$ cat config.mk
export PLATFORM = sky130hd
export DESIGN_NAME = integer_to_decimal_ascii_unit
export DESIGN_NICKNAME = d
export VERILOG_FILES = /design/src/hdl/ida_pkg.sv /design/src/hdl/integer_to_decimal_ascii_unit.sv /design/src/hdl/ida_front.sv /design/src/hdl/ida_queue.sv /design/src/hdl/ida_back.sv
export SDC_FILE = /design/constraint.sdc
export NUM_CORES = 1
export LEC_CHECK = 0
export BUFFER_PORTS_ARGS = -buffer_cell sky130_fd_sc_hd__buf_2
export CORE_MARGIN = 1.5
export CORE_UTILIZATION = 53
export DETAILED_ROUTE_END_ITERATION = 16
export GPL_ROUTABILITY_DRIVEN = 0
export PLACE_DENSITY = 0.7
export SLEW_MARGIN = 40
export SYNTH_ARGS = -nofsm -noshare
export SYNTH_HDL_FRONTEND = slang
export SYNTH_SLANG_ARGS = --single-unit
export TNS_END_PERCENT = 30
$ cat constraint.sdc
create_clock -name clk -period 5.6 [get_ports clk]
set_input_delay 0.84 -clock clk [delete_from_list [all_inputs] [get_ports clk]]
set_output_delay 0.84 -clock clk [all_outputs]
set_load 0.02 [all_outputs]
$ cat src/hdl/ida_pkg.sv
`default_nettype none

package ida_pkg;

    // Widths of the binary value and of its decimal form
    localparam int NUM_W       = 32;
    localparam int DIGITS      = 10;
    localparam int BCD_W       = 4 * DIGITS;
    localparam int BIT_CNT_W   = $clog2(NUM_W);
    localparam int DIGIT_CNT_W = $clog2(DIGITS + 1);
    localparam int CHAR_W      = 8;

    // Character codes
    localparam logic [CHAR_W-1:0] CHAR_ZERO  = 8'd48;
    localparam logic [CHAR_W-1:0] CHAR_MINUS = 8'd45;

    // Default depth of the queue between front and back
    localparam int IDA_QUEUE_DEPTH = 2;

    // Classified item: sign flag and unsigned magnitude
    typedef struct packed {
        logic             neg;
        logic [NUM_W-1:0] mag;
    } ida_item_t;

endpackage

`default_nettype wire

$ cat src/hdl/integer_to_decimal_ascii_unit.sv
// Converts a 32-bit number, taken as unsigned or as two's complement according to
// is_signed, into its decimal ASCII characters, most significant digit first, with no
// leading zeros; a negative signed value is preceded by '-', zero gives a single '0',
// and the final character of each number carries last_char. The full range converts
// correctly, including the most negative signed value ("-2147483648", 11 characters).
// A front stage takes each transfer and splits it into sign and magnitude, a short
// queue (QUEUE_DEPTH items) holds classified numbers, and a back stage converts them
// one at a time. The back stage takes an item from the queue, runs a bit-serial
// double-dabble loop over every bit of the magnitude (one binary bit per cycle), drops
// leading zeros (one digit per cycle), and emits the characters one at a time while
// the sink does not stall. Dropped zeros and emitted digits always add up to ten. The
// front can take up to QUEUE_DEPTH + 1 further numbers while one is being converted,
// and a character waiting on out_stall never blocks that.
`default_nettype none

module integer_to_decimal_ascii_unit
    import ida_pkg::*;
#(
    parameter int QUEUE_DEPTH = IDA_QUEUE_DEPTH
)
(
    input  wire logic              clk,
    input  wire logic              rst_n,
    input  wire logic              in_valid,
    output logic                   in_stall,
    input  wire logic [NUM_W-1:0]  number,
    input  wire logic              is_signed,
    output logic                   out_valid,
    input  wire logic              out_stall,
    output logic [CHAR_W-1:0]      char_code,
    output logic                   last_char
);

    logic      push_valid;
    ida_item_t push_item;
    logic      push_full;
    logic      pop_valid;
    ida_item_t pop_item;
    logic      pop;

    // Front: hold one transfer and classify it
    ida_front u_front (
        .clk        (clk),
        .rst_n      (rst_n),
        .in_valid   (in_valid),
        .in_stall   (in_stall),
        .number     (number),
        .is_signed  (is_signed),
        .push_valid (push_valid),
        .push_item  (push_item),
        .push_full  (push_full)
    );

    // Queue: decouple classification from conversion
    ida_queue #(
        .DEPTH (QUEUE_DEPTH)
    ) u_queue (
        .clk        (clk),
        .rst_n      (rst_n),
        .push_valid (push_valid),
        .push_item  (push_item),
        .push_full  (push_full),
        .pop_valid  (pop_valid),
        .pop_item   (pop_item),
        .pop        (pop)
    );

    // Back: convert to BCD and emit characters through an output register
    ida_back u_back (
        .clk        (clk),
        .rst_n      (rst_n),
        .pop_valid  (pop_valid),
        .pop_item   (pop_item),
        .pop        (pop),
        .out_valid  (out_valid),
        .out_stall  (out_stall),
        .char_code  (char_code),
        .last_char  (last_char)
    );

endmodule

`default_nettype wire

$ cat src/hdl/ida_front.sv
`default_nettype none

module ida_front
    import ida_pkg::*;
(
    input  wire logic             clk,
    input  wire logic             rst_n,
    input  wire logic             in_valid,
    output logic                  in_stall,
    input  wire logic [NUM_W-1:0] number,
    input  wire logic             is_signed,
    output logic                  push_valid,
    output ida_item_t             push_item,
    input  wire logic             push_full
);

    logic      hold_valid_reg;
    ida_item_t hold_item_reg;
    ida_item_t classified;
    logic      accept;
    logic      push;

    // Split off the sign; negating the most negative value yields its magnitude as unsigned
    always_comb
    begin
        classified.neg = is_signed & number[NUM_W-1];
        classified.mag = classified.neg ? (~number + NUM_W'(1)) : number;
    end

    assign push     = hold_valid_reg && !push_full;
    assign in_stall = hold_valid_reg && push_full;
    assign accept   = in_valid && !in_stall;

    always_ff @(posedge clk or negedge rst_n)
    begin
        if (!rst_n)
        begin
            hold_valid_reg <= 1'b0;
        end
        else if (accept)
        begin
            hold_valid_reg <= 1'b1;
        end
        else if (push)
        begin
            hold_valid_reg <= 1'b0;
        end
    end

    always_ff @(posedge clk)
    begin
        if (accept)
        begin
            hold_item_reg <= classified;
        end
    end

    assign push_valid = push;
    assign push_item  = hold_item_reg;

endmodule

`default_nettype wire

$ cat src/hdl/ida_queue.sv
`default_nettype none

module ida_queue
    import ida_pkg::*;
#(
    parameter int DEPTH = IDA_QUEUE_DEPTH
)
(
    input  wire logic      clk,
    input  wire logic      rst_n,
    input  wire logic      push_valid,
    input  ida_item_t      push_item,
    output logic           push_full,
    output logic           pop_valid,
    output ida_item_t      pop_item,
    input  wire logic      pop
);

    localparam int PTR_W = (DEPTH > 1) ? $clog2(DEPTH) : 1;
    localparam int CNT_W = $clog2(DEPTH + 1);

    ida_item_t              mem [DEPTH];
    logic [PTR_W-1:0]       wr_ptr_reg;
    logic [PTR_W-1:0]       rd_ptr_reg;
    logic [CNT_W-1:0]       count_reg;
    logic                   do_push;
    logic                   do_pop;

    assign push_full = (count_reg == CNT_W'(DEPTH));
    assign pop_valid = (count_reg != '0);
    assign do_push   = push_valid && !push_full;
    assign do_pop    = pop && pop_valid;
    assign pop_item  = mem[rd_ptr_reg];

    always_ff @(posedge clk or negedge rst_n)
    begin
        if (!rst_n)
        begin
            wr_ptr_reg <= '0;
            rd_ptr_reg <= '0;
            count_reg  <= '0;
        end
        else
        begin
            if (do_push)
            begin
                wr_ptr_reg <= (wr_ptr_reg == PTR_W'(DEPTH - 1)) ? '0 : wr_ptr_reg + PTR_W'(1);
            end
            if (do_pop)
            begin
                rd_ptr_reg <= (rd_ptr_reg == PTR_W'(DEPTH - 1)) ? '0 : rd_ptr_reg + PTR_W'(1);
            end
            if (do_push && !do_pop)
            begin
                count_reg <= count_reg + CNT_W'(1);
            end
            else if (do_pop && !do_push)
            begin
                count_reg <= count_reg - CNT_W'(1);
            end
        end
    end

    always_ff @(posedge clk)
    begin
        if (do_push)
        begin
            mem[wr_ptr_reg] <= push_item;
        end
    end

endmodule

`default_nettype wire

$ cat src/hdl/ida_back.sv
`default_nettype none

module ida_back
    import ida_pkg::*;
(
    input  wire logic              clk,
    input  wire logic              rst_n,
    input  wire logic              pop_valid,
    input  ida_item_t              pop_item,
    output logic                   pop,
    output logic                   out_valid,
    input  wire logic              out_stall,
    output logic [CHAR_W-1:0]      char_code,
    output logic                   last_char
);

    typedef enum logic [1:0] {
        ST_IDLE,
        ST_CONV,
        ST_SKIP,
        ST_EMIT
    } state_t;

    state_t                 state_reg;
    logic                   neg_reg;
    logic [NUM_W-1:0]       bin_reg;
    logic [BCD_W-1:0]       bcd_reg;
    logic [BIT_CNT_W-1:0]   bit_cnt_reg;
    logic [DIGIT_CNT_W-1:0] left_reg;
    logic                   out_valid_reg;
    logic [CHAR_W-1:0]      char_reg;
    logic                   last_reg;

    logic [BCD_W-1:0]       bcd_adj;
    logic [3:0]             top_digit;
    logic                   out_free;
    logic                   emit;

    // Add three to every digit of five or more before the shift
    always_comb
    begin
        for (int d = 0; d < DIGITS; d++)
        begin
            bcd_adj[4*d +: 4] = (bcd_reg[4*d +: 4] >= 4'd5) ?
                                (bcd_reg[4*d +: 4] + 4'd3) : bcd_reg[4*d +: 4];
        end
    end

    assign top_digit = bcd_reg[BCD_W-1 -: 4];
    assign out_free  = !out_valid_reg || !out_stall;
    assign emit      = (state_reg == ST_EMIT) && out_free;
    assign pop       = (state_reg == ST_IDLE) && pop_valid;

    always_ff @(posedge clk or negedge rst_n)
    begin
        if (!rst_n)
        begin
            state_reg     <= ST_IDLE;
            out_valid_reg <= 1'b0;
            neg_reg       <= 1'b0;
            bin_reg       <= '0;
            bcd_reg       <= '0;
            bit_cnt_reg   <= '0;
            left_reg      <= '0;
            char_reg      <= '0;
            last_reg      <= 1'b0;
        end
        else
        begin
            // Drop the character once taken, unless a new one replaces it
            if (out_valid_reg && !out_stall && !emit)
            begin
                out_valid_reg <= 1'b0;
            end

            unique case (state_reg)
                ST_IDLE:
                begin
                    if (pop_valid)
                    begin
                        neg_reg     <= pop_item.neg;
                        bin_reg     <= pop_item.mag;
                        bcd_reg     <= '0;
                        bit_cnt_reg <= BIT_CNT_W'(NUM_W - 1);
                        state_reg   <= ST_CONV;
                    end
                end
                ST_CONV:
                begin
                    // Shift one binary bit into the BCD register
                    bcd_reg     <= {bcd_adj[BCD_W-2:0], bin_reg[NUM_W-1]};
                    bin_reg     <= {bin_reg[NUM_W-2:0], 1'b0};
                    bit_cnt_reg <= bit_cnt_reg - BIT_CNT_W'(1);
                    if (bit_cnt_reg == '0)
                    begin
                        left_reg  <= DIGIT_CNT_W'(DIGITS);
                        state_reg <= ST_SKIP;
                    end
                end
                ST_SKIP:
                begin
                    // Drop leading zeros, keeping at least one digit
                    if (top_digit == 4'd0 && left_reg != DIGIT_CNT_W'(1))
                    begin
                        bcd_reg  <= {bcd_reg[BCD_W-5:0], 4'd0};
                        left_reg <= left_reg - DIGIT_CNT_W'(1);
                    end
                    else
                    begin
                        state_reg <= ST_EMIT;
                    end
                end
                ST_EMIT:
                begin
                    if (out_free)
                    begin
                        out_valid_reg <= 1'b1;
                        if (neg_reg)
                        begin
                            char_reg <= CHAR_MINUS;
                            last_reg <= 1'b0;
                            neg_reg  <= 1'b0;
                        end
                        else
                        begin
                            char_reg <= CHAR_ZERO + {4'd0, top_digit};
                            last_reg <= (left_reg == DIGIT_CNT_W'(1));
                            bcd_reg  <= {bcd_reg[BCD_W-5:0], 4'd0};
                            left_reg <= left_reg - DIGIT_CNT_W'(1);
                            if (left_reg == DIGIT_CNT_W'(1))
                            begin
                                state_reg <= ST_IDLE;
                            end
                        end
                    end
                end
                default:
                begin
                    state_reg <= ST_IDLE;
                end
            endcase
        end
    end

    assign out_valid = out_valid_reg;
    assign char_code = char_reg;
    assign last_char = last_reg;

endmodule

`default_nettype wire

### After elaboration in Yosys (flattened, before gate mapping)

Memory sizes are Yosys's and may differ from the RTL's.
Cells that the tools add are included.
W data, S select, Z words.

| storage, ports and cells | value |
|---|---|
| memories | 1 |
| bits in registers | 132 |
| logic and storage cells | 142 |
| bits of input ports | 37 |
| bits in writable memories | 66 |
| output and inout port bits | 11 |

| operators by class | value |
|---|---|
| bitwise operators | 2 |
| add/sub/neg operators | 18 |
| muxes and demuxes | 48 |
| eq/ne operators | 13 |
| $lt $le $gt $ge | 10 |
| reductions and logical operators | 35 |

Memories:

| name | depth | width | rd ports | clocked after Yosys merged registers in | write ports | RTL line | RTL |
|---|---|---|---|---|---|---|---|
| u_queue.mem | 2 | 33 | 1 | 0 | 1 | ida_queue.sv:22 | `ida_item_t mem [DEPTH];` |

Operators with widths:

| operator | count |
|---|---|
| $mux W40 | 4 |
| $pmux W40 S4 | 1 |
| $mux W32 | 2 |
| $pmux W32 S2 | 1 |
| $mux W4 | 13 |
| $ge A4 B3 Y1 const B | 10 |
| $add A4 B2 Y4 const B | 9 |
| $add A32 B1 Y32 const B | 1 |
| $not A32 Y32 | 1 |
| $mux W2 | 8 |
| $logic_and A1 B1 Y1 | 12 |
| $mux W1 | 12 |
| $pmux W4 S3 | 1 |
| $pmux W5 S2 | 1 |
| $reduce_bool A2 Y1 | 5 |
| $mux W8 | 1 |
| $ne A2 B1 Y1 const B | 4 |
| $pmux W2 S4 | 1 |
| $add A6 B4 Y7 const A | 1 |
| $logic_not A1 Y1 | 7 |
| $eq A2 B2 Y1 const B | 3 |
| $ne A2 B2 Y1 const B | 3 |
| $reduce_and A6 Y1 | 1 |
| $logic_not A5 Y1 | 1 |
| other kinds (21) | 23 |

### Logic depth before layout (Yosys ltp)

Gate-level depths: netlist of the first run.

| logic depth | value |
|---|---|
| depth after elaboration | 8 |
| depth in mapped cells | 9 |
| gate-level depth less buffers | 7 |

### Modules after synthesis

From an unflattened synthesis of the first run, not the netlist that was laid out.

| second synthesis, totals | value |
|---|---|
| cell total of the unflattened synthesis | 850 |
| area, all modules | 9,791.9 um^2 |

By module, submodules not included:

| module | area each (um^2) | sequential area each (um^2) | cells an instance | times used |
|---|---|---|---|---|
| ida_back | 5,298.8 | 2,302.2 | 587 | 1 |
| ida_queue | 2,733.9 | 2,082.0 | 122 | 1 |
| ida_front | 1,759.2 | 1,016.0 | 141 | 1 |

### Worst setup path before layout of the first run

No wires, ideal clock.

| timing | value |
|---|---|
| path kind | reg2reg |
| start | reg u_queue.count_reg[0] |
| end | mem u_queue.mem[0][0] (netlist bit), enable pin |
| path buffers | 1 |
| setup time | 423 ps |
| stages on the path, launching flop included | 5 |
| clock period less this slack | 2,607 ps |
| path slack | 2,993 ps |
| arrival | 2,184 ps |
| data required time | 5,177 ps |
| cell sequence | dfrtp_1 clkbuf_1 nand2b_1 nand2_1 nor2_1 |

| on the way | value |
|---|---|
| cells in the longest elaborated chain, start to end | 6 |

Ends and longest elaborated chain:

| item | RTL line | RTL |
|---|---|---|
| from (decl) | ida_queue.sv:25 | `logic [CNT_W-1:0] count_reg;` |
| from (signal assigned) | ida_queue.sv:55 | `count_reg <= count_reg + CNT_W'(1);` |
| from (signal assigned) | ida_queue.sv:59 | `count_reg <= count_reg - CNT_W'(1);` |
| $eq A2 B2 Y1 (*) | ida_queue.sv:29 | `assign push_full = (count_reg == CNT_W'(DEPTH));` |
| $logic_not A1 Y1 (*) | ida_front.sv:30, ida_queue.sv:31 |  |
| $logic_and A1 B1 Y1 | ida_front.sv:30 | `assign push = hold_valid_reg && !push_full;` |
| $logic_and A1 B1 Y1 (*) | ida_queue.sv:31 | `assign do_push = push_valid && !push_full;` |
| $mux W1 (*) | ida_queue.sv:66 | `if (do_push)` |
| $mux W1 (not written as such) (*) | ida_queue.sv:68 | `mem[wr_ptr_reg] <= push_item;` |
| to (decl) | ida_queue.sv:22 |  |

Every way passes the cells marked *; elsewhere a longest branch is shown, timed or not.

### Worst setup path after layout of the first run

| timing | value |
|---|---|
| start | reg u_back.state_reg[0] |
| end | reg u_back.bcd_reg[38] |

| on the way | value |
|---|---|
| cells in the longest elaborated chain, start to end | 3 |
| elaborated cells on any way between the ends | 10 |
| those cells by class | 7 x eq/ne; 1 x mux; 2 x reduce/logical |

Ends and longest elaborated chain:

| item | RTL line | RTL |
|---|---|---|
| from (decl) | ida_back.sv:24 | `state_t state_reg;` |
| from (signal assigned) | ida_back.sv:58 | `state_reg <= ST_IDLE;` |
| from (signal assigned) | ida_back.sv:85 | `state_reg <= ST_CONV;` |
| from (signal assigned) | ida_back.sv:97 | `state_reg <= ST_SKIP;` |
| $eq A2 B2 Y1 / $logic_not A2 Y1 (equally long branches) | ida_back.sv:76 | `unique case (state_reg)` |
| $ne A2 B2 Y1 (no line) / $ne A2 B1 Y1 (equally long branches) | - |  |
| $reduce_and A4 Y1 (no line) | - |  |
| to (signal assigned) | ida_back.sv:91 | `bcd_reg <= {bcd_adj[BCD_W-2:0], bin_reg[NUM_W-1]};` |
| to (signal assigned) | ida_back.sv:105 | `bcd_reg <= {bcd_reg[BCD_W-5:0], 4'd0};` |
| to (signal assigned) | ida_back.sv:128 | `bcd_reg <= {bcd_reg[BCD_W-5:0], 4'd0};` |
| to (decl) | ida_back.sv:27 | `logic [BCD_W-1:0] bcd_reg;` |

Parallel ways exist; a longest one is shown, timed or not.
A chain may end at the register's enable or synchronous reset.

==> impl_metrics.ini, run 1 <==
[pwr]
p_comb_frac = 0.360
p_int_w = 0.003446
p_switching_w = 0.002227
power_density_nw_per_um2 = 526.7
peakVddDrop_v = 0.0002858
p_leak_nw = 4.333
switching_share = 0.3925
power_w = 0.005673
power.share.clock = 0.222
p_seq_frac = 0.418

[outcome]
status = complete, no violations

[clock_network]
clockBufferDepth = 2
postCtsSetupRepairBufs = 0
cts_root_buf = clkbuf_16
cts-buffers-inserted = 17
cts_resized = 0
cts_hold_buf = 0
cts.sinks = 196
clk_pin_slew_worst_paths_ps = 80
tritoncts = done
clock_latency_ps = 430
h-tree-depth = 4

[critical_path]
critPathLaunchType = register
cp_max_fo = 15
arrival_ps = 3090
crit_start = u_back.state_reg[0]
crit_path_top_delay_cell = nor3b_2
crit_type = reg -> reg
crit_chain = inv_1 -> ha_1 -> nor3b_2 -> a211o_1 -> nor2_1 -> buf_4 -> a221oi_1
critPathTopFamily = simple AND/OR/NAND/NOR gates
critical_path.max_stage_delay_ps = 500
cp_num_cells = 7
reg2reg_depth = 7
rr_endpoint = u_back.bcd_reg[38]
r2r_start = u_back.state_reg[0]
cp.required_ps = 5930
reg2reg_slack_ps = 2840
crit_buf_inv = 2
crit_end = u_back.bcd_reg[38]
crit_path_end_kind = register

[grt]
grt.total_usage = 0.2003
grt_pass1_wl_mm = 31.26
grt_pass1_vias = 6309
antenna_found_initial = 0
grt_max_degree = 93
overflow = 0

[logic_synthesis]
syn-instance-count = 887
ys_types = 66
ys_seq_elements = 196
yosysSeqAreaShare = 0.5549
async_flop_share = 0.4949
ys_warn_count = 0
ys.flop_type = edfxtp_1
synth_edf_count = 99
synthesis.area_um2 = 9732
syn_area_per_cell_um2 = 10.97

[hold_path]
min_path_type = in -> async

[timing]
period_share = 0.4930
finalSetupViolCount = 0
fin_tns_setup_ps = 0
fin_skew_ps = 7.625
clock.fmax_ghz = 0.3622
worst_pin_slew_ps = 702.2
fin_crit_ps = 2761
hold_viol_final = 0
slew_viol_final = 0
setup_ws_ps = 2839
relSlewSlack = 0.5301
whs_ps = 398.7
rsz0062_at_grt = false

[placement]
hpwl_mm = 11.92
place_worst_setup_slack_ps = 2837
place_inst = 1121
portBuffers = 45

[detailed_routing]
drt_iter0_drc = 462
wire_per_inst_um = 15.93
vias = 6550
viasPerCell = 5.686
drc = 0
ant_nets = 0
drt_wl_total_mm = 18.35
first_pass_iters = 4

[finish]
nets = 979
drive_gt1_frac = 0.1192
final_common_cell = edfxtp_1
num_antenna_cells = 0
area_growth_pct = 10.67
layout_common_cells = 99 x edfxtp_1, 96 x dfrtp_1, 76 x nand2_1, 73 x o21ai_0, 68 x nor2_1
largest_register_ffs = 66
fin_cells = 1152

[floorplan]
die_y_um = 138.5
initial_utilization = 0.5418
dieArea_um2 = 19180
die_x_um = 138.5
io_pins = 48
rows = 49
fp.coreArea_um2 = 17960

[job]
cap_violations = 0
-- logic make-up (layout without fill, tap and decap cells) --
family	Yosys count	count (layout)	synth area share
XOR/XNOR	47	47	0.04230
buffers and inverters	87	122	0.03445
other	1	2	0.0003853
AO/OA/AOI/OAI	249	249	0.1675
AND/OR/NAND/NOR	232	232	0.1149
adder cells (fa/ha/maj)	31	31	0.03986
flip-flops	196	196	0.5549
multiplexers	44	44	0.04564
-- synthesized netlist by cell type, types with 4 or more instances --
library cell  count  area share
a211oi_1         12      0.0093
a21oi_1          50       0.026
ha_1             31       0.040
a21o_1           11      0.0085
inv_1            38       0.015
xor2_1           16       0.014
o31ai_1          17       0.013
mux2i_1          41       0.042
o21ai_0          73       0.038
and3_1            6      0.0039
a221oi_1          9      0.0081
o22ai_1           9      0.0058
xnor2_1          31       0.028
edfxtp_1         99        0.31
o2bb2ai_1         9      0.0081
clkbuf_1         42       0.016
a32oi_1           9      0.0081
dfrtp_1          97        0.25
nor4_1            5      0.0032
a22oi_1          10      0.0077
a41oi_1           4      0.0036
nor2_1           69       0.027
buf_1             4      0.0015
nand2_1          77       0.030
nand2b_1         25       0.016
a31oi_1          14      0.0090
nor3_1            8      0.0041
nor2b_1           9      0.0058
or3_1             5      0.0032
-- worst min-delay path by stage --
| stage | startpoint | end | slack, ps | depth (start not counted) |
|---|---|---|---|---|
| 6_report | rst_n | u_back.char_code[5] | 400 | 1 |
| 5_1_grt | rst_n | u_back.char_code[5] | 440 | 1 |
| 2_1_floorplan | u_front.push_item[0] | u_queue.mem[0][0] | 420 | 0 |
| 3_3_place_gp | u_front.push_item[2] | u_queue.mem[0][2] | 420 | 0 |
| 3_5_place_dp | u_front.push_item[16] | u_queue.mem[0][16] | 430 | 0 |
| 4_1_cts | rst_n | u_back.char_code[5] | 420 | 1 |
-- routing by layer --
layer | share of wire | track usage | wire length [um]
met1 | 0.47 | 0.2688 | 8540
met2 | 0.49 | 0.3396 | 8988
met3 | 0.034 | 0.03983 | 619
met4 | 0.011 | 0.04321 | 198
met5 | 0 | 0 | 0
-- per-stage QoR --
step	cell area, um2	utilization
after floorplan	9736	-
after global placement	10130	0.5641
after detailed placement	10140	0.5646
after CTS	10760	0.5989
after global routing	10770	0.5996
final	10770	0.5996
-- area by class of cell --
type / instances / area, um2
clock inverters: 14 / 191.4
inverters: 38 / 142.6
clock buffers: 17 / 425.4
fillers: 1487 / 7193
multi-input cells: 605 / 4029
well taps: 229 / 286.5
repair buffers: 53 / 291.5
flip-flops and latches: 196 / 5404
-- power groups by stage --
stage | Clock, W | Sequential (W) | Combinational, W
3_5_place_dp | 0 | 0.00239 | 0.00205
6_report | 0.00126 | 0.00237 | 0.00204
4_1_cts | 0.00129 | 0.00237 | 0.00206
3_3_place_gp | 0 | 0.00238 | 0.00200
5_1_grt | 0.00134 | 0.00243 | 0.00232
2_1_floorplan | 0 | 0.00226 | 0.00162
No activity file was read; power rests on OpenSTA's default activity.
==> run 2, diff against run 1 <==
--- a/config.mk
+++ b/config.mk
@@ -10,7 +10,7 @@
 export CORE_UTILIZATION = 53
 export DETAILED_ROUTE_END_ITERATION = 16
 export GPL_ROUTABILITY_DRIVEN = 0
-export PLACE_DENSITY = 0.7
+export PLACE_DENSITY = 0.73
 export SLEW_MARGIN = 40
 export SYNTH_ARGS = -nofsm -noshare
 export SYNTH_HDL_FRONTEND = slang
==> constraint.sdc (replaced) <==
create_clock -name clk -period 2.3 [get_ports clk]
set_input_delay 0.345 -clock clk [delete_from_list [all_inputs] [get_ports clk]]
set_output_delay 0.345 -clock clk [all_outputs]
set_load 0.02 [all_outputs]
==> run 2 against run 1 <==
Via count rose by 3.0%. Non-clock buffer count increased by 26. Flip-flop and latch count unchanged. Die area is the same. Clock skew hardly changed. Global-route usage is 0.64 points higher. Sequential share of layout area is 1.2 points lower. Critical path type unchanged. Largest power group unchanged.
==> impl_metrics.ini, run 2 (synthesized netlist as in run 1, its figures left out) <==
[outcome]
status = complete, no violations

[grt]
grt_pass1_wl_mm = 32.40
grt_pass1_vias = 6643
grt.total_usage = 0.2067
overflow = 0
antenna_found_initial = 0
grt_max_degree = 49

[finish]
layout_common_cells = 99 x edfxtp_1, 96 x dfrtp_1, 76 x nand2_1, 73 x o21ai_0, 68 x nor2_1
area_growth_pct = 13.23
nets = 1005
drive_gt1_frac = 0.1421
fin_cells = 1179
largest_register_ffs = 66
num_antenna_cells = 0
final_common_cell = edfxtp_1
design_area_um2 = 11020

[detailed_routing]
viasPerCell = 5.723
drt_iter0_drc = 495
vias = 6748
first_pass_iters = 5
drt_wl_total_mm = 18.94
ant_nets = 0
wire_per_inst_um = 16.06
drc = 0

[critical_path]
crit_path_end_kind = register
crit_buf_inv = 1
crit_type = reg -> reg
critPathTopFamily = compound AO/OA/AOI/OAI gates
crit_path_top_delay_cell = or4b_4
cp.required_ps = 2630
critPathLaunchType = register
r2r_start = u_back.bit_cnt_reg[0]
reg2reg_depth = 6
arrival_ps = 2490
cp_max_fo = 5
reg2reg_slack_ps = 140
rr_endpoint = u_back.left_reg[3]
critical_path.max_stage_delay_ps = 500
crit_chain = inv_1 -> ha_1 -> or4b_4 -> a221oi_4 -> a41oi_1 -> o2bb2a_1

[clock_network]
tritoncts = done
cts_root_buf = clkbuf_16
cts.sinks = 196
h-tree-depth = 4
cts-buffers-inserted = 17
clock_latency_ps = 440
clk_pin_slew_worst_paths_ps = 80
clockBufferDepth = 2

[pwr]
power_density_nw_per_um2 = 1288
power_w = 0.01420
p_leak_nw = 4.482
peakVddDrop_v = 0.0006381

[floorplan]
die_x_um = 138.5
io_pins = 48
fp.coreArea_um2 = 17960
rows = 49
initial_utilization = 0.5418
dieArea_um2 = 19180
die_y_um = 138.5

[placement]
place_worst_setup_slack_ps = 68.61
portBuffers = 45
hpwl_mm = 12.66
place_inst = 1146
dpl_cell_area_um2 = 10370

[hold_path]
holdPathStages = 2
hold_end = u_front.hold_valid_reg
min_from = in_valid
min_path_type = in -> reg

[timing]
setup_ws_ps = 137.9
hold_viol_final = 0
period_share = 0.9401
relSlewSlack = 0.5791
fin_skew_ps = 7.747
finalSetupViolCount = 0
clock.fmax_ghz = 0.4625
worst_pin_slew_ps = 631.3
fin_crit_ps = 2162
fin_tns_setup_ps = 0
slew_viol_final = 0

[job]
cap_violations = 0
run 2: cell types whose count changed in the layout (fill, tap and decap cells not counted), sizes merged:
cell,previous run,this run
clkinv,4,7
buf,53,78
inv,45,46
bufinv,2,0
clkinvlp,1,0
dlygate4sd3,0,1
run 2: worst max-delay path by stage:
stage,start,cells past startpoint,to,slack (ps)
floorplan,u_back.state_reg[0],7,u_back.bcd_reg[17],140
global placement,number[6],5,u_front.push_item[24],80
detailed placement,number[6],5,u_front.push_item[16],70
CTS,u_back.bit_cnt_reg[0],6,u_back.left_reg[0],20
global route,u_back.bit_cnt_reg[0],6,u_back.left_reg[3],-10
finish,u_back.bit_cnt_reg[0],6,u_back.left_reg[3],140
run 2: final cells by class:
cell class	count	area [um2]
Fill cell	1425	6944
Sequential cell	196	5401
Multi-Input combinational cell	605	4033
Timing Repair Buffer	79	535.5
Clock buffer	17	425.4
Tap cell	229	286.5
Clock inverter	15	195.2
Inverter	38	142.6
run 2: power by group:
part	switching [W]	leakage (nW)	internal [W]
logic	0.00344	2.01	0.00209
registers	0.000698	2.17	0.00493
clock network	0.00154	0.303	0.00150
total	0.00567	4.48	0.00852
run 2: per-layer routing:
metal | GRT usage | vias up | routed length (um)
met2 | 0.3504 | 148 | 9414
met3 | 0.04538 | 15 | 673
met5 | 0 | - | 0
met1 | 0.2687 | 3262 | 8663
li1 | - | 3323 | -
met4 | 0.05817 | 0 | 183
run 2: what timing repair did:
action | CTS | global route
gates resized for setup | 0 | 3
hold buffers | 1 | 0
endpoints found under the setup margin | 0 | 2
setup buffers | 0 | 0
hold endpoints to repair | 25 | 0
run 2: worst register-to-register path, stage by stage, from the launching register on:
cell	delay (ps)
dfrtp_1	420
inv_1	100
ha_1	190
or4b_4	500
a221oi_4	390
a41oi_1	150
o2bb2a_1	300
run 2: through the flow:
step             util  hold WS, ps
4_1_cts        0.6125        88.78
2_1_floorplan       -        49.41
3_3_place_gp   0.5773        294.5
3_5_place_dp   0.5773        293.1
6_report       0.6134        103.2
5_1_grt        0.6134        101.1
==> run 3, diff against run 2 <==
--- a/config.mk
+++ b/config.mk
@@ -5,6 +5,7 @@
 export SDC_FILE = /design/constraint.sdc
 export NUM_CORES = 1
 export LEC_CHECK = 0
+export ABC_AREA = 1
 export BUFFER_PORTS_ARGS = -buffer_cell sky130_fd_sc_hd__buf_2
 export CORE_MARGIN = 1.5
 export CORE_UTILIZATION = 53
==> run 3 against run 2 <==
The flow now finishes with violations (design-rule violations). Sequential share of layout area up 0.18 points. Synthesized cell count grew 24%. Cell count rose by 17%. Cell area is 0.40% lower. Count of clock-buffer cells in the layout is the same. First-iteration DRC count is 15% lower. Fmax increased by 16%.
==> impl_metrics.ini, run 3 <==
[detailed_routing]
vias = 7317
drc = 2
drt_wl_total_mm = 19.22
viasPerCell = 5.291
drt_iter0_drc = 422
ant_nets = 0
first_pass_iters = 11
wire_per_inst_um = 13.90

[logic_synthesis]
synth_top_family_by_area = simple AND/OR/NAND/NOR gates
synth_edf_count = 99
yosysMostFrequentCell = nand2_1
synthMuxAreaShare = 0.03173
async_flop_share = 0.4949
synth_commonest_cells = 323 x nand2_1, 111 x o21ai_0, 106 x nor2_1, 102 x inv_1, 99 x edfxtp_1
ys.flop_type = edfxtp_1
synth_fa_ha_area_frac = 0.03919
synthTopCellsByArea = edfxtp_1 30%, dfrtp_1 25%, nand2_1 12%
yosysTopAreaCell = edfxtp_1
synthSimpleGateAreaFrac = 0.1952
ys_warn_count = 0
syn_area_per_cell_um2 = 9.014
syn-instance-count = 1098
synthesis.area_um2 = 9897
synth_compound_area_frac = 0.1030
yosysTopAreaCellShare = 0.3004
ys_types = 34
ys_seq_elements = 196
synth-xor-area-share = 0.02566
yosysSeqAreaShare = 0.5456

[critical_path]
reg2reg_depth = 9
cp_max_fo = 36
crit_chain = inv_1 -> ha_1 -> nand3_1 -> nand2_1 -> inv_2 -> nand3_4 -> nor2_8 -> nand2_1 -> nand2_1
critPathMostFrequentCell = nand2_1
r2r_start = u_back.state_reg[0]
critPathTopFamily = simple AND/OR/NAND/NOR gates
crit_path_top_delay_cell = nor2_8
reg2reg_slack_ps = 430
crit_buf_inv = 2
rr_endpoint = u_back.bcd_reg[9]
critical_path.max_stage_delay_ps = 440
crit_type = reg -> reg
arrival_ps = 2230
crit_path_end_kind = register
cp.required_ps = 2660
critPathLaunchType = register

[placement]
hpwl_mm = 12.94
portBuffers = 45
place_inst = 1351
dpl_cell_area_um2 = 10400

[hold_path]
holdPathStages = 3
hold_end = u_back.out_valid
min_path_type = in -> reg
min_from = out_stall

[finish]
filler_cell_count = 1469
fin_cells = 1383
design_area_um2 = 10980
final_common_cell = nand2_1
layout_common_cells = 323 x nand2_1, 111 x o21ai_0, 103 x nor2_1, 102 x inv_1, 99 x edfxtp_1
num_antenna_cells = 0
drive_gt1_frac = 0.1179
nets = 1210
largest_register_ffs = 66
area_growth_pct = 10.90

[timing]
worst_pin_slew_ps = 513.7
clock.fmax_ghz = 0.5357
period_share = 0.8116
fin_tns_setup_ps = 0
rsz0062_at_grt = false
slew_viol_final = 0
finalSetupViolCount = 0
fin_skew_ps = 10.18
fin_crit_ps = 1867
whs_ps = 128.9
relSlewSlack = 0.6575
hold_viol_final = 0

[clock_network]
cts-buffers-inserted = 17
clock_latency_ps = 430
clockBufferDepth = 2
h-tree-depth = 4
clk_pin_slew_worst_paths_ps = 70
cts.sinks = 196
cts_root_buf = clkbuf_16
postCtsSetupRepairBufs = 0
tritoncts = done

[pwr]
p_switching_w = 0.004746
power_density_nw_per_um2 = 1142
switching_share = 0.3785
p_leak_nw = 4.691
p_comb_frac = 0.360
power.share.clock = 0.224
peakVddDrop_v = 0.0006221
p_seq_frac = 0.416
p_int_w = 0.007793

[floorplan]
fp.coreArea_um2 = 18150
rows = 49
dieArea_um2 = 19500
die_y_um = 139.7
die_x_um = 139.7
initial_utilization = 0.5454
io_pins = 48

[outcome]
violations = design-rule violations
status = finished with violations

[grt]
grt.total_usage = 0.2081
grt_pass1_vias = 7100
grt_pass1_wl_mm = 32.95
antenna_found_initial = 0
grt_max_degree = 77
overflow = 0

[job]
cap_violations = 0
-- run 3: cell count changes after synthesis, sizes merged, moves of 29 or more --
cell,change
nand2,+246
inv,+67
o21ai,+43
mux2i,-40
nor2,+40
a21oi,-34
nand3,+29
o22ai,+29
-- run 3: cells by family (layout without fill, tap and decap cells) --
logic type,count (synthesis),in the layout
buf+inv,144,199
xor+xnor,29,29
mux,28,28
flops,196,196
other cells,1,2
compound gates,186,186
fa+ha+maj,31,31
simple gates,483,483
-- run 3: metal layers --
layer / vias to the layer above / global-route usage / part of all wire
met5: - / 0 / 0
met4: 0 / 0.06537 / 0.015
met3: 22 / 0.03716 / 0.040
met2: 162 / 0.3551 / 0.48
met1: 3420 / 0.2712 / 0.46
li1: 3713 / - / -
-- run 3: power by group through the flow --
stage	combinational (W)	clock, W	sequential [W]
global route	0.00509	0.00302	0.00531
global placement	0.00445	0	0.00524
floorplan	0.00336	0	0.00525
finish	0.00451	0.00281	0.00522
detailed placement	0.00455	0	0.00528
CTS	0.00458	0.00288	0.00521
-- run 3: tightest hold or removal path: cells and delay by family --
family | cells | cell delay, ps
buffers and inverters | 1 | 70
AND/OR/NAND/NOR | 2 | 100
-- run 3: worst max path at each step --
stage | from | slack, ps | to | cells past startpoint
2_1_floorplan | u_queue.count_reg[0] | -270 | u_queue.mem[0][0] | 4
3_3_place_gp | number[0] | 390 | u_front.push_item[16] | 9
3_5_place_dp | number[0] | 360 | u_front.push_item[18] | 10
4_1_cts | u_back.state_reg[0] | 410 | u_back.bcd_reg[26] | 9
5_1_grt | u_back.state_reg[1] | 250 | u_back.char_code[1] | 7
6_report | u_back.state_reg[0] | 430 | u_back.bcd_reg[9] | 9
-- run 3: timing repair --
action                    in CTS  in global routing
hold buffers                   1                  0
resized for setup              0                  0
hold endpoints to repair      16                  0
-- run 3: layout make-up --
cell class                      count  area, um2  share of cell area
Clock buffer                       17      425.4             0.03876
Clock inverter                     14      136.4             0.01243
Inverter                          107      401.6             0.03659
Multi-Input combinational cell    759       3925              0.3576
Sequential cell                   196       5400              0.4920
Tap cell                          229      286.5             0.02611
Timing Repair Buffer               61      400.4             0.03648
-- run 3: through the flow --
stage          power [W]  worst slack (ps)    util
3_3_place_gp    0.009689             388.9  0.5733
2_1_floorplan   0.008605            -268.1       -
6_report         0.01254             433.3  0.6048
4_1_cts          0.01267             414.6  0.6048
3_5_place_dp    0.009823             359.0  0.5733
5_1_grt          0.01342             245.7  0.6048
